## src/design/assert_macros.svh

```systemverilog
// Assertion macros shared by the design files.
`ifndef ASSERT_MACROS_SVH
`define ASSERT_MACROS_SVH
`ifndef SYNTHESIS
// Checks a condition at every clock edge outside reset.
`define RMQ_ASSERT(lbl, clk, rstn, cond) \
  lbl: assert property (@(posedge clk) disable iff (!rstn) (cond)) \
    else $error("rmq assertion failed");
// Checks that a trigger implies a consequence at the same edge.
`define RMQ_ASSERT_IMP(lbl, clk, rstn, ante, cons) \
  lbl: assert property (@(posedge clk) disable iff (!rstn) (ante) |-> (cons)) \
    else $error("rmq implication failed");
`else
`define RMQ_ASSERT(lbl, clk, rstn, cond)
`define RMQ_ASSERT_IMP(lbl, clk, rstn, ante, cons)
`endif
`endif

```

## src/design/rmq_fifo.sv

```systemverilog
`include "assert_macros.svh"
module rmq_fifo #(
  parameter int WD = 8
) (
  input  logic          clk,
  input  logic          rst_n,
  input  logic          in_valid,
  output logic          in_stall,
  input  logic [WD-1:0] in_data,
  output logic          out_valid,
  input  logic          out_stall,
  output logic [WD-1:0] out_data
);

  logic [WD-1:0] mem_r [2];
  logic          wp_r, rp_r;
  logic [1:0]    cnt_r, cnt_nxt;
  logic          push, pop;

  assign in_stall  = (cnt_r == 2'd2);
  assign out_valid = (cnt_r != 2'd0);
  assign out_data  = mem_r[rp_r];
  assign push      = in_valid && !in_stall;
  assign pop       = out_valid && !out_stall;

  // Occupancy update.
  always_comb begin
    cnt_nxt = cnt_r;
    if (push && !pop) begin
      cnt_nxt = cnt_r + 2'd1;
    end else if (pop && !push) begin
      cnt_nxt = cnt_r - 2'd1;
    end
  end

  always_ff @(posedge clk) begin
    if (!rst_n) begin
      wp_r  <= 1'b0;
      rp_r  <= 1'b0;
      cnt_r <= 2'd0;
    end else begin
      cnt_r <= cnt_nxt;
      if (push) begin
        wp_r <= !wp_r;
      end
      if (pop) begin
        rp_r <= !rp_r;
      end
    end
  end

  // Storage write.
  always_ff @(posedge clk) begin
    if (push) begin
      mem_r[wp_r] <= in_data;
    end
  end

  // Occupancy never exceeds the two entries.
  `RMQ_ASSERT(a_cnt_max, clk, rst_n, cnt_r != 2'd3)

endmodule

```

## config.mk

```make
export PLATFORM = sky130hd
export DESIGN_NAME = rmq_fifo
export DESIGN_NICKNAME = d
export VERILOG_FILES = /design/src/design/rmq_fifo.sv
export VERILOG_INCLUDE_DIRS = /design/src /design/src/design
export SDC_FILE = /design/constraint.sdc
export NUM_CORES = 1
export LEC_CHECK = 0
export ABC_AREA = 1
export BUFFER_PORTS_ARGS = -buffer_cell sky130_fd_sc_hd__clkbuf_2
export CAP_MARGIN = 10
export CORE_MARGIN = 8
export CORE_UTILIZATION = 44
export CTS_CLUSTER_SIZE = 12
export DETAILED_ROUTE_END_ITERATION = 7
export MAX_ROUTING_LAYER = met4
export PLACE_DENSITY = 0.71
export SYNTH_ARGS = -nofsm -noshare
export SYNTH_HDL_FRONTEND = slang
export SYNTH_SLANG_ARGS = --single-unit
```

## constraint.sdc

```tcl
create_clock -name clk -period 1.5 [get_ports clk]
set_clock_uncertainty 0.1 [all_clocks]
set_input_delay 0.3 -clock clk [delete_from_list [all_inputs] [get_ports clk]]
set_output_delay 0.3 -clock clk [all_outputs]
set_load 0.02 [all_outputs]
```

==> Word-level counts from Yosys, hierarchy flattened <==
Memories as Yosys holds them, arrays and structs flattened. A register that Yosys moved wholly into a read port is not among the register bits.
Cells that the tools add are included.
Widths: inputs -> output; s select.
{ "word_totals": {"mem_count": 1, "output_inout_bits": 10, "latchBits": 0, "mem_bits_rw": 16, "ff_bits": 4, "word_cells": 25, "inputBits": 12, "mem_bits_ro": 0} }
{ "op_classes": {"mul": 0, "bitwise": 0, "n_addsub": 2, "n_div": 0, "reduce_logical": 12, "shifts": 0, "muxes": 6, "eq_ne": 1, "magnitude_cmp": 0} }
{ "mem_list": {"columns": ["memory", "depth", "word_bits", "read_ports", "rd_clocked_by_memory_dff", "wr", "line", "text"], "rows": [
  ["mem_r", 2, 8, 1, 1, 1, "rmq_fifo.sv:15", "logic [WD-1:0] mem_r [2];"]
]} }
{ "op_table": {"columns": ["op", "n"], "rows": [
  ["$logic_not 1->1", 6],
  ["$logic_and 1x1->1", 4],
  ["$mux 1", 4],
  ["$mux 2", 2],
  ["$reduce_bool 2->1", 2],
  ["$add 2x1->2 const B", 1],
  ["$eq 2x2->1 const B", 1],
  ["$sub 2x1->2 const B", 1]
]} }

==> Logic depth before layout (Yosys ltp) <==
{ "logic_depth": {"depth_word": 7, "ltp_mapped": 10, "ltp_nobuf": 10} }

==> Worst setup path before layout <==
Ideal clock, no wire load.
{ "synth_path": {"path_type": "reg-to-reg", "startpoint": "register cnt_r[0]", "endpoint": "register cnt_r[1]", "t_required_ns": 1.336, "setup_time_ns": 0.064, "stages_incl_launch_ff": 10, "path_slack_ns": 0.109, "t_arrival_ns": 1.227, "period_less_slack_ns": 1.391, "n_path_buf": 0, "cell_sequence": "dfxtp_1 inv_2 a21oi_2 inv_1 ha_1 inv_1 nand3_1 nand2_1 inv_1 nor2_1"} }
{ "synth_via": {"elab_chain_cells": 6, "word_cells_on_any_way": 14, "cone_classes": "add/sub: 2; eq/ne: 1; mux: 2; reduce/logical: 9"} }
{ "synth_rtl": {"columns": ["element", "line", "text"], "rows": [
  ["start, declared", "rmq_fifo.sv:17", "logic [1:0] cnt_r, cnt_nxt;"],
  ["start signal, assigned", "rmq_fifo.sv:42", "cnt_r <= cnt_nxt;"],
  ["$eq 2x2->1", "rmq_fifo.sv:20", "assign in_stall = (cnt_r == 2'd2);"],
  ["$logic_not 1->1", "rmq_fifo.sv:23", "assign push = in_valid && !in_stall;"],
  ["$logic_and 1x1->1", "rmq_fifo.sv:23", null],
  ["$logic_not 1->1", "rmq_fifo.sv:31", "end else if (pop && !push) begin"],
  ["$logic_and 1x1->1", "rmq_fifo.sv:31", null],
  ["$reduce_bool 2->1 (no source line)", null, null]
]} }
Parallel ways exist; a longest one is shown, timed or not. The select of a mux whose other input is x is not followed.
A chain may end at the register's enable or synchronous reset.

==> run metrics <==
outcome=finished, violations left; failing checks=setup timing; startpoint types=flip-flop; Least-Margin Pin Slew=0.1568 ns; height of the die=59.23 um; global route total overflow=0; fmax=614.6 MHz; vias=561; Max Buffers Root-to-Sink=2; initial antenna violation count=0; Core Util, Final=0.6803; mux cell area share after synthesis=0.1096; fin worst setup slack=-0.1271 ns; CTS tree=done; Area Overhead vs Synth=44.44%; worst hold start=in_data[4]; Final min period=1.627 ns; final instance area=0.001187 sq mm; first-pass GRT wire length=2435 um; met1 Usage GRT=0.09669; reg2reg end=cnt_r[0]; Worst-path clk slew=0.11 ns; Leakage Power=0.5034 nW; vias in the first global route=538; Hold Crit Depth=1; crit path max fanout=8; Max VDD drop=1.065 mV; Hold WC Path Type=primary input to flip-flop; WL/cell=13.97 um; Compound-Gate Fraction of Synth Area=0.03957; Setup CP Type=flip-flop to output pin; RSZ-0062 raised after global routing=yes; Hold Fails Final Rpt=0; grt met2 use=0.1664; reg2reg start=cnt_r[0]; Endpoint, Worst Hold=mem_r[0][4]; Detailed Routing Iterations Pass 1=3; max cap viols=0; CTS buffer count=3; die width=59.23 um; yosys warns=0; port bufs=21; Mapped Nets=75; DP Worst Slack=-0.008831 ns; R2R depth=7; post-synthesis cell count=62; post-DP HPWL=1158 um; Most Crowded Layer GR=met2; Root Driver=clkbuf_4; largest net degree at the start of global routing=13; Top-Level Pins=22; Iter 0 DRT Violations=13; met3 Resource Use GR=0.02820; core area=0.001745 sq mm; clock sinks=21; Adder-Cell Fraction of Synth Area=0.01522; layout cell share with drive strength beyond 1=0.5326; commonest non-fill, non-tap cell in the layout=edfxtp_1; clk_lat worst skew=0.29 ns; syn_area_per_cell=13.26 sq um; WL final=1634 um; Worst setup EP type=output pin; flop2flop setup slack=0.10 ns; die area=0.003508 sq mm; initial core utilization=0.4710; nets=106; Tot GR Track Use=0.09959; # DRC=0; # rows=15; diode count=0; Seq/Total Area, Yosys=0.7062; H-tree depth=1; largest family of logic cells by synthesized area=multiplexers; DR vias/cell=4.795; Antenna Violating Nets Remaining=0; Syn Std Cell Area=822.0 sq um; routability cong.=0.6283; Max transition margin=0.8944; Post-Synth Simple-Gate Area=0.08676; Req. time, crit path=1.10 ns; most frequent cells in the layout=16 x edfxtp_1, 13 x clkbuf_2, 9 x nor2_1; Post-Synth XOR/XNOR Area=0; Slew Viols, Final=0; Final Cycle Share=1.085; dpl cell area=996.0 sq um; WP data arrival=1.23 ns; fillers=137; number of distinct library cells after synthesis=15; Setup TNS Final=-0.9729 ns; Final setup viols=8; Pwr Density=1680 mW/mm^2; #FFs+latches synth=21
## area by class of cell
type / count / area (sq um) / area share
Clock buffer: 3 / 22.52 / 0.01897
Clock inverter: 1 / 5.005 / 0.004215
Inverter: 8 / 35.03 / 0.02950
Multi-Input combinational cell: 32 / 264.0 / 0.2223
Sequential cell: 21 / 586.8 / 0.4942
Tap cell: 25 / 31.28 / 0.02634
Timing Repair Buffer: 27 / 242.7 / 0.2044
## power breakdown
| part | internal, mW | switching, mW | total (mW) |
|---|---|---|---|
| combinational | 0.464 | 0.449 | 0.912 |
| clock | 0.0993 | 0.158 | 0.258 |
| sequential | 0.755 | 0.0700 | 0.825 |
## per-stage QoR
step | hold WS (ns) | instances | total power, mW
floorplan | 0.2989 | 62 | 1.221
global placement | 0.3826 | 111 | 1.423
detailed placement | 0.3866 | 111 | 1.451
CTS | 0.07584 | 115 | 1.856
global route | 0.05989 | 117 | 2.111
finish | 0.08428 | 117 | 1.994
## worst max-delay path, cell delays in order (launching register included)
cell and delay [ns]:
dfxtp_2 0.36, buf_12 0.13, mux2_4 0.31, buf_8 0.13
## routing by layer
metal  part of all wire  wire length (um)
met5                  0                 0
met4              0.015                25
met3              0.043                71
met2               0.54               885
met1               0.40               652
## synth_stat cells
master / n / area (sq um)
buf_2: 1 / 5.000
inv_2: 3 / 11.26
nand4_1: 1 / 6.260
o21ai_2: 1 / 8.760
inv_1: 5 / 18.77
nor2_1: 9 / 33.78
edfxtp_1: 16 / 480.5
nand3_1: 1 / 5.000
nand2_1: 7 / 26.28
mux2_2: 8 / 90.09
a21oi_2: 1 / 8.760
a21oi_1: 1 / 5.000
ha_1: 1 / 12.51
dfxtp_1: 5 / 100.1
o21ai_0: 2 / 10.01
## cells by family (layout without fill, tap and decap cells)
logic type	after synthesis	in the layout
buffers and inverters	9	39
adder cells (fa/ha/maj)	1	1
AND/OR/NAND/NOR	18	18
AO/OA/AOI/OAI	5	5
flip-flops	21	21
multiplexers	8	8
## what timing repair did
action / CTS / global route
gates resized for setup: 26 / 16
setup buffers: 0 / 2
hold buffers: 0 / 0
endpoints found under the setup margin: 10 / 10
pin swaps: 0 / 2
## sequential cells by signal, summed over array words and instances, names as in the netlist, named ones only
| name | cells |
|---|---|
| rp_r | 1 |
| cnt_r | 2 |
| mem_r | 16 |
| wp_r | 1 |
## worst max-delay path by stage
stage | from | end | slack [ns] | cells past startpoint
floorplan | cnt_r[0] | cnt_r[1] | 0.11 | 9
global placement | cnt_r[0] | cnt_r[1] | 0.04 | 9
detailed placement | cnt_r[0] | cnt_r[1] | -0.009 | 9
CTS | flip-flop | out_data[4] | -0.16 | 3
global route | flip-flop | out_data[3] | -0.17 | 3
finish | flip-flop | out_data[4] | -0.13 | 3
No activity file was read; power rests on OpenSTA's default activity.
