==> src/design/assert_macros.svh <==
// Assertion macros shared by the design files.
`ifndef ASSERT_MACROS_SVH
`define ASSERT_MACROS_SVH
`ifndef SYNTHESIS
// Checks a condition at every clock edge outside reset.
`define RMQ_ASSERT(lbl, clk, rstn, cond) \
  lbl: assert property (@(posedge clk) disable iff (!rstn) (cond)) \
    else $error("rmq assertion failed");
// Checks that a trigger implies a consequence at the same edge.
`define RMQ_ASSERT_IMP(lbl, clk, rstn, ante, cons) \
  lbl: assert property (@(posedge clk) disable iff (!rstn) (ante) |-> (cons)) \
    else $error("rmq implication failed");
`else
`define RMQ_ASSERT(lbl, clk, rstn, cond)
`define RMQ_ASSERT_IMP(lbl, clk, rstn, ante, cons)
`endif
`endif

==> src/design/rmq_pkg.sv <==
package rmq_pkg;

  // Default number of fraction bits in the fixed-point format.
  localparam int FRAC_BITS_DEF = 14;

  // Input transaction: the nine matrix entries, row major.
  typedef struct packed {
    logic signed [15:0] m00;
    logic signed [15:0] m01;
    logic signed [15:0] m02;
    logic signed [15:0] m10;
    logic signed [15:0] m11;
    logic signed [15:0] m12;
    logic signed [15:0] m20;
    logic signed [15:0] m21;
    logic signed [15:0] m22;
  } in_t;

  // Result transaction: the quaternion.
  typedef struct packed {
    logic signed [15:0] quat_x;
    logic signed [15:0] quat_y;
    logic signed [15:0] quat_z;
    logic signed [15:0] quat_w;
  } out_t;

  // Which component comes from the square root.
  typedef enum logic [1:0] {
    BR_W = 2'd0,
    BR_X = 2'd1,
    BR_Y = 2'd2,
    BR_Z = 2'd3
  } br_t;

  // Classified work passed from the front end to the back end.
  typedef struct packed {
    br_t              br;
    logic [2:0]       neg;
    logic [2:0][16:0] mag;
  } num_t;

  // Width of the unsigned square root argument.
  function automatic int arg_w(int frac);
    return ((frac > 17) ? frac : 17) + 2;
  endfunction

endpackage

==> src/design/rmq_front.sv <==
`include "assert_macros.svh"
module rmq_front import rmq_pkg::*; #(
  parameter int FRAC_BITS = FRAC_BITS_DEF
) (
  input  logic                            clk,
  input  logic                            rst_n,
  input  logic                            in_valid,
  output logic                            in_stall,
  input  in_t                             in_data,
  output logic                            q_valid,
  input  logic                            q_stall,
  output logic [arg_w(FRAC_BITS)-1:0]     q_arg,
  output num_t                            q_num
);

  localparam int AW  = arg_w(FRAC_BITS);
  localparam int AWS = AW + 1;
  localparam logic signed [AWS-1:0] ONE_S = AWS'(1) << FRAC_BITS;

  logic                   f_v_r;
  logic [AW-1:0]          f_arg_r, f_arg_nxt;
  num_t                   f_num_r, f_num_nxt;
  logic signed [17:0]     trace;
  logic signed [AWS-1:0]  arg_s;
  logic signed [16:0]     d_21_12, d_02_20, d_10_01, s_01_10, s_02_20, s_12_21;
  logic signed [16:0]     n0, n1, n2;

  assign in_stall = f_v_r && q_stall;
  assign q_valid  = f_v_r;
  assign q_arg    = f_arg_r;
  assign q_num    = f_num_r;

  // Trace and the six off-diagonal combinations.
  always_comb begin
    trace   = 18'(in_data.m00) + 18'(in_data.m11) + 18'(in_data.m22);
    d_21_12 = 17'(in_data.m21) - 17'(in_data.m12);
    d_02_20 = 17'(in_data.m02) - 17'(in_data.m20);
    d_10_01 = 17'(in_data.m10) - 17'(in_data.m01);
    s_01_10 = 17'(in_data.m01) + 17'(in_data.m10);
    s_02_20 = 17'(in_data.m02) + 17'(in_data.m20);
    s_12_21 = 17'(in_data.m12) + 17'(in_data.m21);
  end

  // Branch choice, square root argument and numerator selection.
  always_comb begin
    if (trace > 18'sd0) begin
      f_num_nxt.br = BR_W;
      arg_s = ONE_S + AWS'(trace);
      n0 = d_21_12; n1 = d_02_20; n2 = d_10_01;
    end else if (in_data.m00 > in_data.m11 && in_data.m00 > in_data.m22) begin
      f_num_nxt.br = BR_X;
      arg_s = ONE_S + AWS'(in_data.m00) - AWS'(in_data.m11) - AWS'(in_data.m22);
      n0 = d_21_12; n1 = s_01_10; n2 = s_02_20;
    end else if (in_data.m11 > in_data.m22) begin
      f_num_nxt.br = BR_Y;
      arg_s = ONE_S + AWS'(in_data.m11) - AWS'(in_data.m00) - AWS'(in_data.m22);
      n0 = d_02_20; n1 = s_01_10; n2 = s_12_21;
    end else begin
      f_num_nxt.br = BR_Z;
      arg_s = ONE_S + AWS'(in_data.m22) - AWS'(in_data.m00) - AWS'(in_data.m11);
      n0 = d_10_01; n1 = s_02_20; n2 = s_12_21;
    end
    f_arg_nxt        = arg_s[AW-1:0];
    f_num_nxt.neg    = {n2[16], n1[16], n0[16]};
    f_num_nxt.mag[0] = n0[16] ? 17'(-n0) : 17'(n0);
    f_num_nxt.mag[1] = n1[16] ? 17'(-n1) : 17'(n1);
    f_num_nxt.mag[2] = n2[16] ? 17'(-n2) : 17'(n2);
  end

  // Front register: loads whenever it is empty or drains into the queue.
  always_ff @(posedge clk) begin
    if (!rst_n) begin
      f_v_r <= 1'b0;
    end else if (!in_stall) begin
      f_v_r <= in_valid;
    end
  end

  always_ff @(posedge clk) begin
    if (!in_stall) begin
      f_arg_r <= f_arg_nxt;
      f_num_r <= f_num_nxt;
    end
  end

  // The square root argument is positive in every branch.
  `RMQ_ASSERT_IMP(a_arg_pos, clk, rst_n, f_v_r, f_arg_r != '0)

endmodule

==> config.mk <==
export PLATFORM = sky130hd
export DESIGN_NAME = rmq_front
export DESIGN_NICKNAME = d
export VERILOG_FILES = /design/src/design/rmq_pkg.sv /design/src/design/rmq_front.sv
export VERILOG_INCLUDE_DIRS = /design/src /design/src/design
export SDC_FILE = /design/constraint.sdc
export NUM_CORES = 1
export LEC_CHECK = 0
export ABC_AREA = 1
export BUFFER_PORTS_ARGS = -buffer_cell sky130_fd_sc_hd__buf_2
export CAP_MARGIN = 10
export CORE_UTILIZATION = 50
export DETAILED_ROUTE_END_ITERATION = 10
export PLACE_DENSITY = 0.7
export SLEW_MARGIN = 5
export SYNTH_ARGS = -nofsm -noshare
export SYNTH_HDL_FRONTEND = slang
export SYNTH_SLANG_ARGS = --single-unit
==> constraint.sdc <==
create_clock -name clk -period 6.8 [get_ports clk]
set_input_delay 1.02 -clock clk [delete_from_list [all_inputs] [get_ports clk]]
set_output_delay 1.02 -clock clk [all_outputs]
set_load 0.01 [all_outputs]
* After elaboration in Yosys (flattened, before gate mapping)
Index checks and enable logic that the tools add are counted.
** Cells by class
- Order comparisons :: 4
- Multiplexer cells :: 16
- Reduce and logical (&&, ||, !) cells :: 3
- Add/subtract/negate cells :: 21
** Operator list (number)
- $mux W17 :: 8
- $add A16 B16 Y17 :: 4
- $mux W19 :: 3
- $sub A18 B16 Y19 :: 3
- $sub A17 B16 Y18 :: 3
- $add A16 B16 Y17 const A :: 3
- $neg A17 Y17 :: 3
- $sub A16 B16 Y17 :: 3
- $gt A16 B16 Y1 :: 3
- $mux W16 :: 3
- $add A16 B18 Y19 const A :: 1
- $add A17 B16 Y18 :: 1
- $gt A18 B1 Y1 const B :: 1
- $logic_and A1 B1 Y1 :: 2
- $mux W1 :: 2
- $reduce_or A2 Y1 :: 1
** Word-level totals
- Register bits :: 76
- Word-level logic and storage cells :: 55
- Input bits :: 148

* Depth between registers and ports, before layout
Gate-level depths: netlist (run 1).
- Word-level depth :: 6
- Mapped depth :: 37
- Gate-level depth less buffers :: 37

* Worst setup path before layout (run 1)
OpenSTA, ideal clock, no wires.
- Kind :: input to register
- Start :: input port in_data[3] (netlist name)
- End :: register f_num_r, in the netlist q_num[12], data pin
- Library setup time :: 249 ps
- Slack :: 1654 ps
- Arrival :: 4897 ps
- Cell stages on the path :: 36
- Path through :: inv_1 fa_1 inv_1 ha_1 nand2_1 nand2_1 inv_2 nand2_2 nand3_1 nand3_1 a31o_2 xor2_1 inv_1 ha_1 nand3_1 nor2_1 nand3_1 nor2_1 nand2_1 nor2_2 nand3_4 nand2_8 nand2_1 nand2_1 o21ai_1 inv_1 ha_1 nand3_1 nor2_1 nand2_2 nor2_2 nand2_1 nand2_1 nand2_1 nand2_1 inv_1
** RTL lines
- start: declaration :: line rmq_front.sv:9 : input in_t in_data,
- end signal: assignment :: line rmq_front.sv:82 : f_num_r <= f_num_nxt;
- end: declaration :: line rmq_front.sv:22 : num_t f_num_r, f_num_nxt;

==> flow_metrics.py, run 1 <==
metrics = {
    "status": {
        "status": "finished, final reports clean",
    },
    "setup_path": {
        "cp_max_fo": 53,
        "crit_path_end_kind": "flop",
        "criticalPathCategory": "primary input to flop",
        "r2r_cells": 2,
        "path_common_cell": "nand3_1",
        "r2r_slack_ns": 5.22,
        "cp-start-kind": "primary input",
        "critical_path.slowest_cell": "inv_4",
        "cp.buffers_inverters": 4,
        "crit_family": "simple AND/OR/NAND/NOR gates",
        "cp.required_ns": 6.90,
        "worstPathArrival_ns": 6.05,
        "path_depth": 31,
        "cpPeakStageDelay_ns": 0.50,
    },
    "logic_synthesis": {
        "synth_edf_count": 75,
        "yosys_warnings": 0,
        "synth_xor_area_frac": 0.0599,
        "synthFlopType": "edfxtp_1",
        "synth_top_family_by_area": "adder cells",
        "synthMuxAreaShare": 0.00120,
        "seq_area_frac_synth": 0.129,
        "ys_seq_elements": 76,
        "netlist-cell-type-count": 59,
        "ys_async_sr_fraction": 0,
        "synth.net_count": 3148,
        "synth-adder-area-share": 0.298,
        "syn-mean-instance-area_sq_um": 6.74,
        "synth_compound_area_frac": 0.117,
        "synth-simple-area-share": 0.285,
        "syn_inst": 2623,
        "synth_area_sq_mm": 0.0177,
    },
    "floorplan": {
        "die-area_sq_mm": 0.0361,
        "die_w_um": 190,
        "io_pins": 225,
        "die-height_um": 190,
        "core_sq_mm": 0.0346,
        "rows": 68,
        "initial_core_util": 0.511,
    },
    "route": {
        "first_iter_violations": 1251,
        "routed_wl_um": 56500,
        "wl_per_cell_um": 17.3,
        "via_per_inst": 5.38,
        "route.vias.total": 17500,
        "first_pass_iters": 5,
        "ant_nets": 0,
        "remaining_drc_errors": 0,
    },
    "timing": {
        "finalSetupViolations": 0,
        "relSlewSlack": 0.173,
        "max_freq_ghz": 0.168,
        "worstMarginPinSlew_ns": 1.24,
        "fin_skew_ns": 0.00956,
        "period_share": 0.876,
        "finalHoldViolCount": 0,
        "setup-tns-final_ns": 0,
        "slew_violations": 0,
        "rsz0062_at_grt": "no",
        "period_needed_ns": 5.95,
    },
    "pwr": {
        "power_leakage_nw": 10.8,
        "vdd.ir_drop.worst_uv": 139,
        "power_w": 0.00479,
        "power_density_mw_per_mm2": 247,
    },
    "cts": {
        "cts_buffer_depth": 2,
        "post_cts_resize_count": 0,
        "clock-sinks": 76,
        "postCtsHoldBufs": 0,
        "cts_buffers": 9,
        "clock_latency_ns": 0.35,
        "cts_root_buf": "clkbuf_16",
        "cts-htree-levels": 3,
        "postCtsSetupBuffers": 0,
        "path_clk_slew_ns": 0.06,
        "cts_tree": "done",
    },
    "grt": {
        "grt_start_max_net_pins": 77,
        "grt_usage": 0.312,
        "grt-ovfl-total": 0,
        "grt_pass1_vias": 17100,
        "antenna_found_initial": 0,
        "grt_pass1_wl_um": 88600,
    },
    "layout": {
        "area_growth_pct": 9.87,
        "fillers": 3449,
        "drive_above_1_share": 0.111,
        "final_cell_mix": "730 x nand2_1, 410 x inv_1, 303 x ha_1",
        "final_nets": 3325,
        "finalInstanceArea_sq_mm": 0.0194,
        "n_antenna_cell": 0,
        "final_common_cell": "nand2_1",
    },
    "hold_path": {
        "holdPathStages": 2,
        "hold_class": "primary input to flop",
    },
    "placed_design": {
        "globalplace.congestion": 0.950,
        "dp_hpwl_um": 48400,
        "portBuffers": 224,
        "placed_area_sq_mm": 0.0191,
    },
    "job": {
        "cap_violations": 0,
    },
}
==> synth_stat cells (15+ instances only) <==
master    count  area (sq um)
nand3_1     183           916
o21bai_1     19           143
edfxtp_1     75          2250
nor3_1       18          90.1
fa_1         74          1480
a21oi_1     168           841
clkbuf_1     39           146
nor2_1      161           604
nand2_1     731          2740
buf_2        15          75.1
o21ai_0      91           455
nand4_1      49           307
inv_1       410          1540
xor2_1       90           788
ha_1        303          3790
xnor2_1      31           272
==> flip-flops by register name, indices dropped and copies added (netlist names) <==
signal   cells
q_num       56
q_valid      1
q_arg       19
==> layer usage <==
metal	vias to the layer above	track usage	wire, um
met4	0	0.127	2350
met5	-	0	0
met1	8136	0.390	24100
li1	8739	-	-
met2	551	0.561	27800
met3	104	0.0124	2290
==> cells by family after synthesis <==
group	after synthesis
mux	2
fa+ha+maj	377
buf+inv	489
flops	76
simple gates	1193
compound gates	365
xor+xnor	121
==> final cells by class <==
type | instances | area [sq um] | area share
repair buffers | 234 | 1210 | 0.0622
inverters | 421 | 1580 | 0.0815
clock inverters | 7 | 80.1 | 0.00412
flip-flops and latches | 76 | 2270 | 0.117
well taps | 455 | 569 | 0.0293
clock buffers | 9 | 225 | 0.0116
multi-input cells | 2058 | 13500 | 0.694
==> through the flow <==
stage	std cells	setup slack (ns)	util	hold WS, ns
4_1_cts	3260	0.878	0.561	0.866
5_1_grt	3260	0.360	0.561	0.881
3_5_place_dp	3244	0.535	0.552	1.14
6_report	3260	0.846	0.561	0.880
2_1_floorplan	2623	1.65	-	1.14
3_3_place_gp	3244	0.701	0.552	1.11
==> where the power goes <==
part | internal, W | leakage (nW) | switching, W
logic | 0.00114 | 9.90 | 0.00220
clock network | 0.000290 | 0.149 | 0.000215
registers | 0.000830 | 0.791 | 0.000116
==> worst paths after layout <==
check | from | end
max | in_data[1] | q_num[27]
min reg2reg | q_valid | q_arg[16]
min | rst_n | q_valid
max reg2reg | q_valid | q_num[18]
Power figures use the tool's default switching activity.
==> run 2, diff against run 1 <==
--- a/config.mk
+++ b/config.mk
@@ -6,12 +6,11 @@
 export SDC_FILE = /design/constraint.sdc
 export NUM_CORES = 1
 export LEC_CHECK = 0
-export ABC_AREA = 1
-export BUFFER_PORTS_ARGS = -buffer_cell sky130_fd_sc_hd__buf_2
+export BUFFER_PORTS_ARGS = -buffer_cell sky130_fd_sc_hd__buf_4
 export CAP_MARGIN = 10
 export CORE_UTILIZATION = 50
 export DETAILED_ROUTE_END_ITERATION = 10
-export PLACE_DENSITY = 0.7
+export PLACE_DENSITY = 0.71
 export SLEW_MARGIN = 5
 export SYNTH_ARGS = -nofsm -noshare
 export SYNTH_HDL_FRONTEND = slang
==> flow_metrics.py, run 2 <==
metrics = {
    "timing": {
        "fin_skew_ns": 0.00848,
        "period_share": 0.936,
        "slew_violations": 0,
        "setup-tns-final_ns": 0,
        "finalSetupViolations": 0,
        "finalHoldViolCount": 0,
        "max_freq_ghz": 0.157,
        "rsz0062_at_grt": "no",
        "relSlewSlack": 0.256,
        "period_needed_ns": 6.37,
        "worstMarginPinSlew_ns": 1.12,
    },
    "placed_design": {
        "globalplace.congestion": 0.991,
        "dp_hpwl_um": 47200,
        "placed_area_sq_mm": 0.0190,
        "dp.cells": 2605,
        "portBuffers": 224,
    },
    "cts": {
        "clock_latency_ns": 0.34,
        "cts_buffer_depth": 2,
        "clock-sinks": 76,
        "cts_tree": "done",
        "postCtsHoldBufs": 0,
        "cts_buffers": 9,
        "postCtsSetupBuffers": 0,
        "cts-htree-levels": 3,
        "cts_root_buf": "clkbuf_16",
        "path_clk_slew_ns": 0.07,
    },
    "floorplan": {
        "io_pins": 225,
        "die_w_um": 185,
        "die-height_um": 185,
        "initial_core_util": 0.511,
        "rows": 66,
        "core_sq_mm": 0.0327,
        "die-area_sq_mm": 0.0342,
    },
    "layout": {
        "largest_reg_flops": 56,
        "area_growth_pct": 15.2,
        "n_antenna_cell": 0,
        "fillers": 3018,
        "final_nets": 2699,
        "final_common_cell": "ha_1",
        "drive_above_1_share": 0.154,
        "final_cell_count_no_fill": 2621,
        "finalInstanceArea_sq_mm": 0.0193,
        "final_cell_mix": "303 x ha_1, 260 x buf_4, 204 x inv_1",
    },
    "route": {
        "ant_nets": 0,
        "wl_per_cell_um": 21.2,
        "remaining_drc_errors": 0,
        "routed_wl_um": 55600,
        "route.vias.total": 15600,
        "first_iter_violations": 1626,
        "first_pass_iters": 6,
        "via_per_inst": 5.97,
    },
    "logic_synthesis": {
        "seq_area_frac_synth": 0.136,
        "synth_largest_area_cell": "ha_1",
        "ys_seq_elements": 76,
        "netlist-cell-type-count": 93,
        "synth_area_sq_mm": 0.0167,
        "syn-mean-instance-area_sq_um": 8.47,
        "ys_top_cells_by_area": "ha_1 23%, edfxtp_1 13%, fa_1 8.9%",
        "synth_commonest_cells": "303 x ha_1, 204 x inv_1, 155 x a21oi_1",
        "syn_inst": 1975,
        "synth_most_common_cell": "ha_1",
        "synthFlopType": "edfxtp_1",
        "ys_async_sr_fraction": 0,
        "synth.net_count": 2500,
        "synth_edf_count": 75,
        "yosys_warnings": 0,
        "yosysTopAreaCellShare": 0.227,
    },
    "setup_path": {
        "r2r_slack_ns": 5.22,
        "cp_max_fo": 6,
        "crit_end": "q_num[12]",
        "regToRegStartpoint": "q_valid",
        "cp-start-kind": "primary input",
        "startpoint": "in_data[2]",
        "r2r_cells": 1,
        "crit_path_end_kind": "flop",
        "worstPathArrival_ns": 6.46,
        "cp.required_ns": 6.89,
        "criticalPathCategory": "primary input to flop",
        "regToRegEndpoint": "q_num[20]",
    },
    "grt": {
        "grt_start_max_net_pins": 77,
        "antenna_found_initial": 1,
        "grt_pass1_vias": 14800,
        "grt_usage": 0.324,
        "grt-ovfl-total": 0,
        "grt_pass1_wl_um": 84500,
    },
    "job": {
        "cap_violations": 0,
    },
    "pwr": {
        "vdd.ir_drop.worst_uv": 136,
        "power_leakage_nw": 9.05,
        "power_density_mw_per_mm2": 253,
    },
    "hold_path": {
        "hold_class": "primary input to flop",
        "hp-start": "rst_n",
    },
    "status": {
        "status": "finished, final reports clean",
    },
}
## run 2: layout make-up
class	instances	area, sq um	area share
Sequential cell	76	2270	0.118
Multi-Input combinational cell	1620	13400	0.695
Clock buffer	9	225	0.0117
Timing Repair Buffer	261	1970	0.102
Tap cell	442	553	0.0287
Clock inverter	7	80.1	0.00416
Inverter	206	773	0.0401
## run 2: worst min path at each step
stage               slack [ns]       to  depth (start not counted)
CTS                       0.88  q_valid                          2
global placement          1.23  q_valid                          2
finish                    0.88  q_valid                          2
floorplan                 1.14  q_valid                          1
global route              0.88  q_valid                          2
detailed placement        1.23  q_valid                          2
## run 2: metal layers
metal / share of wire / GRT usage / vias up
met2: 0.46 / 0.536 / 680
met3: 0.073 / 0.0399 / 60
li1: - / - / 7420
met4: 0.020 / 0.0701 / 0
met5: 0 / 0 / -
met1: 0.44 / 0.448 / 7484
## run 2: logic make-up (layout without fill, tap and decap cells)
family | Yosys count | after routing | share of synthesized area
AOI/OAI and AO/OA | 555 | 555 | 0.219
muxes | 57 | 57 | 0.0353
buffers and inverters | 279 | 483 | 0.0657
and+or+nand+nor | 468 | 468 | 0.143
xor gates and xnor gates | 163 | 163 | 0.0854
DFF | 76 | 76 | 0.136
adders and majority gates | 377 | 377 | 0.315
## run 2: stage by stage
step                power (W)   util  hold slack (ns)  setup WS, ns
finish                0.00487  0.589            0.883         0.435
global route          0.00518  0.589            0.881        0.0667
CTS                   0.00482  0.589            0.876         0.334
detailed placement    0.00428  0.580             1.23        0.0110
global placement      0.00427  0.580             1.23         0.193
floorplan             0.00302      -             1.14         0.335
## run 2: critical path, stage by stage
cell,delay [ns]
buf_4,0.13
fa_1,0.70
ha_1,0.31
a211oi_2,0.41
o211ai_2,0.20
a31o_2,0.32
a21o_1,0.18
a21oi_1,0.17
xnor2_1,0.14
inv_1,0.11
ha_1,0.16
nand3b_1,0.07
nor4_1,0.27
o2111ai_1,0.20
buf_4,0.18
nor4_4,0.19
o21ai_2,0.16
a21oi_1,0.25
ha_1,0.29
nand4_1,0.10
mux2i_1,0.37
nand2_1,0.15
o21ai_0,0.28
xnor2_1,0.11
## run 2: what timing repair did
item                                    CTS  global route
endpoints found under the setup margin    0             5
hold endpoints to repair                  0             0
gates resized for setup                   0             2
## run 2: report_power, final
part	switching, W	total [W]	internal [W]
logic	0.00200	0.00340	0.00141
clock network	0.000229	0.000520	0.000291
registers	0.000121	0.000951	0.000830
total	0.00235	0.00487	0.00253
